===== src/rtl/msb_pkg.sv =====
package msb_pkg;

  localparam int unsigned SCREEN_WIDTH  = 128;
  localparam int unsigned SCREEN_HEIGHT = 64;
  localparam int unsigned STORE_DEPTH   = 1024;
  localparam int unsigned ADDR_W        = $clog2(STORE_DEPTH);
  localparam int unsigned QDEPTH        = 4;
  localparam int unsigned Q_PTR_W       = $clog2(QDEPTH);
  localparam int unsigned Q_CNT_W       = $clog2(QDEPTH + 1);

  typedef enum logic [1:0] {
    MODE_BLIT  = 2'd0,
    MODE_READ  = 2'd1,
    MODE_WRITE = 2'd2,
    MODE_NOP   = 2'd3
  } item_mode_t;

  typedef enum logic [1:0] {
    DRAW_TRANSPARENT = 2'd0,
    DRAW_SOLID       = 2'd1,
    DRAW_MASKED      = 2'd2
  } draw_mode_t;

  typedef enum logic [2:0] {
    REG_DEST_X        = 3'd0,
    REG_DEST_Y        = 3'd1,
    REG_SPRITE_WIDTH  = 3'd2,
    REG_SPRITE_HEIGHT = 3'd3,
    REG_DRAW_MODE     = 3'd4
  } reg_index_t;

  typedef enum logic [1:0] {
    ST_CLEAR  = 2'd0,
    ST_RUN    = 2'd1,
    ST_SECOND = 2'd2
  } state_t;

  typedef enum logic [2:0] {
    OP_NONE    = 3'd0,
    OP_READ    = 3'd1,
    OP_WRITE   = 3'd2,
    OP_BLIT_LO = 3'd3,
    OP_BLIT_HI = 3'd4
  } op_kind_t;

  typedef struct packed {
    logic [8:0] dest_x;
    logic [8:0] dest_y;
    logic [7:0] sprite_width;
    logic [7:0] sprite_height;
    logic [1:0] draw_mode;
  } cfg_t;

  typedef struct packed {
    logic [ADDR_W-1:0] addr;
    logic [7:0]        wmask;
    logic [7:0]        wdata;
  } subop_t;

  typedef struct packed {
    subop_t     lo;
    subop_t     hi;
    logic [7:0] col_nxt;
    logic [4:0] page_nxt;
    logic       done;
  } blit_plan_t;

  typedef struct packed {
    logic [7:0] read_data;
    logic       blit_done;
  } result_t;

endpackage


===== src/rtl/msb_blit_calc.sv =====
module msb_blit_calc (
  input  msb_pkg::cfg_t       cfg,
  input  logic [7:0]          col,
  input  logic [4:0]          page,
  input  logic [7:0]          src_bits,
  input  logic [7:0]          src_mask,
  output msb_pkg::blit_plan_t plan
);
  import msb_pkg::*;

  localparam int unsigned ROW_W  = 11;
  localparam int unsigned FULL_W = 16;

  logic [8:0]       h_sum;
  logic [5:0]       pages;
  logic             empty;
  logic             in_sprite;
  logic             draw_ok;
  logic             page_last;
  logic             col_last;
  logic [7:0]       en8;
  logic [7:0]       row8;
  logic             sel;
  logic [ROW_W-1:0] base_row;
  logic [2:0]       shift;
  logic [7:0]       pa;
  logic [7:0]       pb;
  logic [ROW_W-1:0] sx;
  logic             sx_ok;
  logic [15:0]      wide_en;
  logic [15:0]      wide_on;

  function automatic subop_t make_subop(logic [7:0] pg, logic [7:0] en, logic [7:0] on,
                                        logic [ADDR_W-1:0] sxv, logic sx_good);
    subop_t             op;
    logic [FULL_W-1:0]  addr_full;
    logic [9:0]         sy;
    logic               ok;
    addr_full = FULL_W'(sxv) + FULL_W'(pg[6:0]) * FULL_W'(SCREEN_WIDTH);
    ok        = sx_good && !pg[7] && (addr_full < FULL_W'(STORE_DEPTH));
    op.addr   = addr_full[ADDR_W-1:0];
    op.wdata  = on;
    for (int j = 0; j < 8; j++) begin
      sy = {pg[6:0], 3'(j)};
      op.wmask[j] = ok && en[j] && (sy < 10'(SCREEN_HEIGHT));
    end
    return op;
  endfunction

  always_comb begin
    h_sum     = {1'b0, cfg.sprite_height} + 9'd7;
    pages     = h_sum[8:3];
    empty     = (cfg.sprite_width == 8'd0) || (pages == 6'd0);
    in_sprite = (col < cfg.sprite_width) && ({1'b0, page} < pages);
    draw_ok   = !empty && in_sprite;
    page_last = ({1'b0, page} + 6'd1) >= pages;
    col_last  = ({1'b0, col} + 9'd1) >= {1'b0, cfg.sprite_width};

    plan.col_nxt  = col;
    plan.page_nxt = page;
    plan.done     = 1'b0;
    if (empty) begin
      plan.col_nxt  = '0;
      plan.page_nxt = '0;
      plan.done     = 1'b1;
    end else if (page_last) begin
      plan.page_nxt = '0;
      if (col_last) begin
        plan.col_nxt = '0;
        plan.done    = 1'b1;
      end else begin
        plan.col_nxt = col + 8'd1;
      end
    end else begin
      plan.page_nxt = page + 5'd1;
    end

    for (int b = 0; b < 8; b++) begin
      row8 = {page, 3'(b)};
      case (cfg.draw_mode)
        DRAW_TRANSPARENT: sel = src_bits[b];
        DRAW_SOLID:       sel = 1'b1;
        default:          sel = src_mask[b];
      endcase
      en8[b] = draw_ok && (row8 < cfg.sprite_height) && sel;
    end

    base_row = {{2{cfg.dest_y[8]}}, cfg.dest_y} + {3'b000, page, 3'b000};
    shift    = base_row[2:0];
    pa       = base_row[ROW_W-1:3];
    pb       = pa + 8'd1;
    sx       = {{2{cfg.dest_x[8]}}, cfg.dest_x} + {3'b000, col};
    sx_ok    = !sx[ROW_W-1] && (sx[ADDR_W-1:0] < ADDR_W'(SCREEN_WIDTH));
    wide_en  = {8'd0, en8} << shift;
    wide_on  = {8'd0, src_bits} << shift;

    plan.lo = make_subop(pa, wide_en[7:0], wide_on[7:0], sx[ADDR_W-1:0], sx_ok);
    plan.hi = make_subop(pb, wide_en[15:8], wide_on[15:8], sx[ADDR_W-1:0], sx_ok);
  end

endmodule


===== config.mk =====
export PLATFORM = sky130hd
export DESIGN_NAME = msb_blit_calc
export DESIGN_NICKNAME = d
export VERILOG_FILES = /design/src/rtl/msb_pkg.sv /design/src/rtl/msb_blit_calc.sv
export SDC_FILE = /design/constraint.sdc
export NUM_CORES = 1
export LEC_CHECK = 0
export ABC_AREA = 0
export BUFFER_PORTS_ARGS = -buffer_cell sky130_fd_sc_hd__buf_2
export CORE_ASPECT_RATIO = 1.75
export CORE_UTILIZATION = 50
export DETAILED_ROUTE_END_ITERATION = 10
export PLACE_DENSITY = 0.84
export SLEW_MARGIN = 20
export SYNTH_ARGS = -nofsm -noshare
export SYNTH_HDL_FRONTEND = slang
export SYNTH_SLANG_ARGS = --single-unit

===== constraint.sdc =====
create_clock -name vclk -period 5.7
set_clock_uncertainty 0.2 [all_clocks]
set_input_delay 1.14 -clock vclk [all_inputs]
set_output_delay 1.14 -clock vclk [all_outputs]
set_load 0.02 [all_outputs]

# Yosys cells after proc, flatten, opt, wreduce, memory -nomap -nowiden
# Cells that the tools add are included.
# word_totals
reg_bits	0
word_cells	121
out_inout_bits	66
in_bits	65
# classes
muxes	14
magnitude_cmp	31
n_eq_ne	1
add_sub_neg	10
shift	2
reduce_logical	63
# op_table
cell	n
10-bit by 7-bit < comparator with 1-bit output (second input constant)	16
8-bit < comparator	9
1-bit logical AND	55
8-bit by 3-bit left shift with 16-bit output	2
10-bit by 14-bit adder with 15-bit output	2
15-bit by 11-bit < comparator with 1-bit output (second input constant)	2
9-bit by 9-bit adder with 10-bit output	2
8-bit two-way mux	2
1-bit one-hot mux with 2 select lines	8
14-bit two-way mux	1
10-bit by 8-bit < comparator with 1-bit output (second input constant)	1
8-bit by 1-bit adder with 9-bit output (second input constant)	1
8-bit by 3-bit adder with 9-bit output (second input constant)	1
9-bit by 8-bit greater-or-equal comparator with 1-bit output	1
7-bit by 2-bit adder with 8-bit output (second input constant)	1
8-bit by 1-bit adder with 8-bit output (second input constant)	1
8-bit logical NOT	1
5-bit by 1-bit adder with 6-bit output (second input constant)	1
6-bit greater-or-equal comparator	1
6-bit logical NOT	1
5-bit by 6-bit < comparator with 1-bit output	1
5-bit by 1-bit adder with 5-bit output (second input constant)	1
5-bit two-way mux	1
1-bit logical NOT	4
4 further kinds	5

# Longest topological paths before layout
# Gate-level depths: netlist of run 1.
# depth
depth_word	10
depth_mapped	12
mapped_depth_nobuf	12

# Least setup slack after synthesis of run 1
# Ideal clock, no wire load.
# synth_path
kind	input port to output port
from	input port cfg[4] in the netlist's numbering
to	output port plan[10] in the netlist's numbering
cell_stages	12
required_time_ns	4.360
slack_ns	0.799
n_path_buf	1
arrival_ns	3.561
path_cell_list	nor3_1 nor2_1 nand3_1 xnor2_1 ha_1 nand2_1 o21ai_1 a31o_2 clkbuf_1 inv_1 o21bai_1 nor2_1
# synth_rtl
item	line	source
start: declaration	msb_blit_calc.sv:2	input msb_pkg::cfg_t cfg,
end: declaration	msb_blit_calc.sv:7	output msb_pkg::blit_plan_t plan

==> key figures, run 1 <==
Run status
  • Outcome: completed

Yosys
  • Mapped Area: 0.003029 mm²
  • Synth cell types: 62
  • Sequential share of the synthesized area: 0%
  • Yosys warnings: 0
  • Post-Synthesis Cells: 438
  • Avg Synthesized Cell Area: 6.916 µm²

Critical path
  • CP Buf/Inv Count: 3
  • Crit path DAT: 3.83 ns
  • CP Launch Type: input port
  • CP max-delay cell: o21ai_0
  • Critical-path maximum fanout: 9
  • CP delay by family, top: compound AO/OA/AOI/OAI gates
  • Crit path cell chain: buf_2 > inv_1 > ha_1 > nand4_1 > o21bai_1 > o21ai_0 > mux2i_1 > a211oi_1 > nand2_1 > o2111a_1 > buf_2
  • CP Depth: 11
  • CP max stage delay: 0.58 ns
  • WP data required: 4.36 ns
  • Worst setup EP type: primary output
  • Critical path class: input port to primary output
  • Most frequent CP cell: buf_2

Timing
  • Final period utilization: 90.63%
  • Max Freq: 193.6 MHz
  • Worst relative slew slack: 49.13%
  • Unrepaired setup endpoints after global routing: no
  • Hold Fails Final Rpt: 0
  • Tightest Pin Transition: 0.7437 ns
  • Final setup vio count: 0
  • Slew Viols, Final: 0
  • Total Neg Setup Slack: 0 ns
  • Fin worst setup slack: 0.5338 ns
  • Tmin final: 5.166 ns

Pwr
  • P_sw: 306.1 µW
  • Internal power: 188.0 µW
  • Cell Pwr Density: 135.2 mW/mm²
  • Leakage: 1.943 nW
  • Sequential share of power: 0%
  • Power share of the clock group: 0%
  • Switching power share of the total: 61.95%
  • Pwr Total: 494.2 µW
  • Worst ir drop on vdd: 0.09691 mV
  • Logic gate share of total power: 100.0%

Global routing
  • Most used routing layer: met2
  • GRT Total Usage: 28.99%
  • Grt met2 use: 58.40%
  • Number of global-route vias before repair: 3447
  • Routing usage on met1: 26.71%
  • Antenna violations before repair: 0
  • Grt met3 use: 2.599%
  • Residual overflow from global routing: 0
  • Largest net degree at the start of global routing: 37
  • First-pass GRT wire length: 14.70 mm

Route
  • DRC: 0
  • Remaining antenna violation count: 0
  • DR pass1 iterations: 4
  • Routed via count: 3569
  • Routed WL: 9.100 mm
  • Starting DRC count in detailed routing: 177
  • Post-DR wirelength/cell: 14.61 µm
  • Vias per Instance: 5.729

Placed design
  • Routability cong.: 0.9205
  • Pre-CTS setup slack: 0.5535 ns
  • Detailed placement HPWL: 7.871 mm
  • # port buffers: 129

Die
  • Starting Density: 51.52%
  • Die area: 0.006386 mm²
  • Core Rows: 37
  • Io pins: 131
  • Std-Cell Core Area: 0.005879 mm²
  • DIE HEIGHT: 105.0 µm
  • Width of the die: 60.84 µm

Cells and area
  • Core Util, Final: 62.18%
  • Proportion of layout cells with a drive suffix above 1: 27.52%
  • Seq_cells: 0
  • # nets final: 669
  • # clk buffers: 0
  • # diodes: 0
  • Sequential Area: 0 µm²
  • Synth-to-Final Area Change: 20.69%

Run
  • Max Cap Viol: 0

Hold path
  • Hold crit path type: input port to primary output
  • Hold-critical path depth: 3

Clocking
  • Setup Fix Bufs, Post-CTS: 0
  • PostCTS Resize Cnt: 0
  • CTS Hold Buffers Added: 0
## kinds of logic after synthesis
logic type	count (synthesis)	synth area share (%)
AO/OA/AOI/OAI	99	21.73
multiplexers	19	6.609
other	1	0.1238
buffers and inverters	61	8.674
AND/OR/NAND/NOR	165	27.96
adder cells (fa/ha/maj)	57	24.04
XOR/XNOR	36	10.86
## metal layers
metal	wire length, µm	share of wire [%]
met5	0	0
met4	421	4.6
met3	435	4.8
met2	5032	55
met1	3210	35
## final timing paths
check / startpoint / slack (ns) / endpoint
max: cfg[9] / 0.53 / plan[22]
min: cfg[27] / 2.46 / plan[56]
## cells in the mapped netlist, types with 2 or more instances
| cell | instances | area share (%) |
|---|---|---|
| mux2i_1 | 11 | 3.6 |
| or3_1 | 2 | 0.41 |
| o21ai_1 | 6 | 0.99 |
| o21bai_1 | 2 | 0.50 |
| fa_1 | 2 | 1.3 |
| nor2_1 | 45 | 5.6 |
| o32ai_1 | 2 | 0.58 |
| clkbuf_1 | 13 | 1.6 |
| nand2_1 | 35 | 4.3 |
| o22ai_1 | 3 | 0.62 |
| buf_4 | 9 | 2.2 |
| a211oi_1 | 8 | 2.0 |
| inv_1 | 36 | 4.5 |
| nand3_1 | 14 | 2.3 |
| mux2_2 | 7 | 2.6 |
| nor4_1 | 7 | 1.4 |
| o21a_1 | 6 | 1.5 |
| o211ai_1 | 3 | 0.74 |
| nand4_1 | 2 | 0.41 |
| o2bb2ai_1 | 2 | 0.58 |
| nor3_1 | 12 | 2.0 |
| o31ai_1 | 3 | 0.74 |
| a31o_2 | 2 | 0.58 |
| and3_1 | 10 | 2.1 |
| and2_1 | 3 | 0.62 |
| o21ai_0 | 24 | 4.0 |
| a211o_1 | 3 | 0.87 |
| nand2b_1 | 9 | 1.9 |
| xnor2_1 | 20 | 5.8 |
| nor2b_1 | 13 | 2.7 |
| a21o_1 | 3 | 0.74 |
| or2_2 | 2 | 0.41 |
| xor2_1 | 15 | 4.3 |
| ha_1 | 55 | 23 |
| a21oi_1 | 17 | 2.8 |
| a211oi_2 | 3 | 1.2 |
| a31oi_1 | 4 | 0.83 |
## cell type report
type / count / area [µm²]
fillers: 573 / 2223
multi-input cells: 378 / 2770
inverters: 38 / 142.6
repair buffers: 129 / 645.6
well taps: 78 / 97.59
## power groups by stage
stage / combinational, mW / clock, mW / sequential (mW)
floorplan: 0.354 / 0 / 0
global placement: 0.478 / 0 / 0
detailed placement: 0.491 / 0 / 0
CTS: 0.493 / 0 / 0
global route: 0.543 / 0 / 0
finish: 0.494 / 0 / 0
## stage by stage
step,hold slack (ns),cell area (µm²),std cells
after floorplan,2.160,3033,439
after global placement,2.439,3656,623
after detailed placement,2.453,3656,623
after CTS,2.455,3656,623
after global routing,2.480,3656,623
final,2.457,3656,623
## layout by cell type (no fill, tap or decap), types with 12 or more instances in the layout
cell type,synthesis,final
nand3_1,14,14
inv_1,36,36
nand2_1,35,35
o21ai_0,24,24
xnor2_1,20,20
nor2b_1,13,13
nor2_1,45,45
ha_1,55,55
xor2_1,15,15
nor3_1,12,12
buf_2,0,129
a21oi_1,17,17
Power figures use the tool's default switching activity.
==> inputs of run 2 (changes only) <==
--- a/config.mk
+++ b/config.mk
@@ -8,9 +8,9 @@
 export ABC_AREA = 0
 export BUFFER_PORTS_ARGS = -buffer_cell sky130_fd_sc_hd__buf_2
 export CORE_ASPECT_RATIO = 1.75
-export CORE_UTILIZATION = 50
+export CORE_UTILIZATION = 25
 export DETAILED_ROUTE_END_ITERATION = 10
-export PLACE_DENSITY = 0.84
+export GPL_TIMING_DRIVEN = 1
 export SLEW_MARGIN = 20
 export SYNTH_ARGS = -nofsm -noshare
 export SYNTH_HDL_FRONTEND = slang
==> run 2 against run 1 <==
Against the previous run:
- combinational power fell by 0.8%
- critical endpoint is now plan[49]
- highest routed layer unchanged
- die area rose by 97%
- count of clock-buffer cells in the layout is the same
- largest cell class unchanged
- worst setup slack got worse by 0.045 ns
- fmax shrank 0.86%
- first-iteration DRC count shrank 55%
==> key figures, run 2 (same netlist as run 1, synthesis figures left out) <==
Timing
  • Final setup vio count: 0 (unchanged)
  • Slew Viols, Final: 0 (unchanged)
  • Max Freq: 191.9 MHz (-0.86%)
  • Unrepaired setup endpoints after global routing: no
  • Total Neg Setup Slack: 0 ns (unchanged)
  • Tightest Pin Transition: 0.5902 ns (-0.1535 ns)
  • Worst relative slew slack: 59.63% (+10 points)
  • Hold Fails Final Rpt: 0 (unchanged)
  • Tmin final: 5.211 ns (+0.04503 ns)
  • Final period utilization: 91.42% (+0.79 points)

Critical path
  • WP data required: 4.36 ns (about the same)
  • Critical-path maximum fanout: 8 (-1)
  • Worst Setup SP: cfg[2]
  • Crit path DAT: 3.87 ns (+0.04 ns)
  • Critical path class: input port to primary output
  • Worst setup EP type: primary output
  • CP Launch Type: input port

Route
  • Met1 WL: 3.644 mm (+14%)
  • DRC: 0 (unchanged)
  • Vias per Instance: 5.116 (-11%)
  • Routed wl met3: 681 µm (+57%)
  • Met2 wire length: 4.895 mm (-2.7%)
  • Starting DRC count in detailed routing: 79 (-55%)
  • Routed WL: 9.426 mm (+3.6%)
  • Uppermost layer routed: met4
  • Remaining antenna violation count: 0 (unchanged)
  • Post-DR wirelength/cell: 13.86 µm (-5.1%)
  • DR pass1 iterations: 4 (unchanged)
  • Routed via count: 3479 (-2.5%)

Cells and area
  • Seq_cells: 0 (unchanged)
  • # clk buffers: 0 (unchanged)
  • # nets final: 669 (unchanged)
  • Most frequent cells in the layout: buf_2, ha_1, nor2_1
  • Proportion of layout cells with a drive suffix above 1: 27.52% (unchanged)
  • Fin area: 0.003727 mm² (+2.0%)
  • # fillers: 1306 (+130%)
  • Synth-to-Final Area Change: 23.05%
  • Commonest non-fill, non-tap cell in the layout: buf_2
  • # diodes: 0 (unchanged)
  • Sequential Area: 0 µm² (unchanged)
  • Post-route insts no fill: 680 (+9.1%)
  • Core Util, Final: 31.83% (-30 points)

Die
  • DIE HEIGHT: 147.6 µm (+41%)
  • Starting Density: 25.87% (-26 points)
  • Die area: 0.01258 mm² (+97%)
  • Core Rows: 52 (+41%)
  • Width of the die: 85.21 µm (+40%)
  • Io pins: 131 (unchanged)
  • Std-Cell Core Area: 0.01171 mm² (+99%)

Run status
  • Outcome: completed

Global routing
  • GRT Total Usage: 14.48% (-15 points)
  • Antenna violations before repair: 0 (unchanged)
  • First-pass GRT wire length: 15.15 mm (+3.0%)
  • Residual overflow from global routing: 0 (unchanged)
  • Largest net degree at the start of global routing: 37 (unchanged)
  • Number of global-route vias before repair: 3352 (-2.8%)

Placed design
  • DP Cell Count: 680 (+9.1%)
  • Detailed placement HPWL: 8.327 mm (+5.8%)
  • Post-DP Area: 0.003727 mm² (+2.0%)
  • # port buffers: 129 (unchanged)
  • Routability cong.: 0.8766 (-4.8%)

Clocking
  • PostCTS Resize Cnt: 0 (unchanged)
  • CTS Hold Buffers Added: 0 (unchanged)
  • Setup Fix Bufs, Post-CTS: 0 (unchanged)

Pwr
  • Leakage: 1.943 nW (unchanged)
  • Pwr Total: 490.1 µW (-0.82%)
  • Cell Pwr Density: 131.5 mW/mm² (-2.7%)
  • Worst ir drop on vdd: 0.06837 mV (-29%)

Run
  • Max Cap Viol: 0 (unchanged)

Hold path
  • Hold path start: cfg[27]
  • Hold crit path type: input port to primary output
==> run 2: final timing paths <==
kind | slack, ns | end | cells after the start
hold / removal | 2.44 | plan[30] | 3
setup / recovery | 0.49 | plan[49] | 14
==> run 2: worst max-delay path, cell delays in order <==
cell and delay (ns):
buf_2 0.12, nor3_1 0.42, nor2_1 0.15, nand2_1 0.12, xnor2_1 0.15, ha_1 0.29
a21oi_1 0.14, o21ai_0 0.10, a31oi_1 0.20, o32ai_1 0.14, nor4_4 0.21, nand3_2 0.23
nor4_2 0.25, buf_2 0.20
==> run 2: where the power goes <==
group | total (mW) | leakage (nW) | internal (mW) | switching, mW
Combinational | 0.490 | 1.94 | 0.187 | 0.303
Clock | 0 | 0 | 0 | 0
Sequential | 0 | 0 | 0 | 0
==> run 2: cell type report <==
| type | instances | area [µm²] | share of cell area, % |
|---|---|---|---|
| Inverter | 38 | 142.6 | 3.827 |
| Multi-Input combinational cell | 378 | 2770 | 74.32 |
| Tap cell | 135 | 168.9 | 4.532 |
| Timing Repair Buffer | 129 | 645.6 | 17.32 |
==> run 2: through the flow <==
stage               setup slack, ns  hold WS (ns)
floorplan                    0.7991         2.160
global placement             0.5408         2.438
detailed placement           0.4362         2.443
CTS                          0.4305         2.444
global route                 0.1716         2.467
finish                       0.4888         2.440
==> run 2: layer usage <==
metal  GRT usage (%)  up-vias
met2           29.76      140
met5               0        -
met1           15.12     1560
met3           2.066       12
met4           2.627        0
li1                -     1767
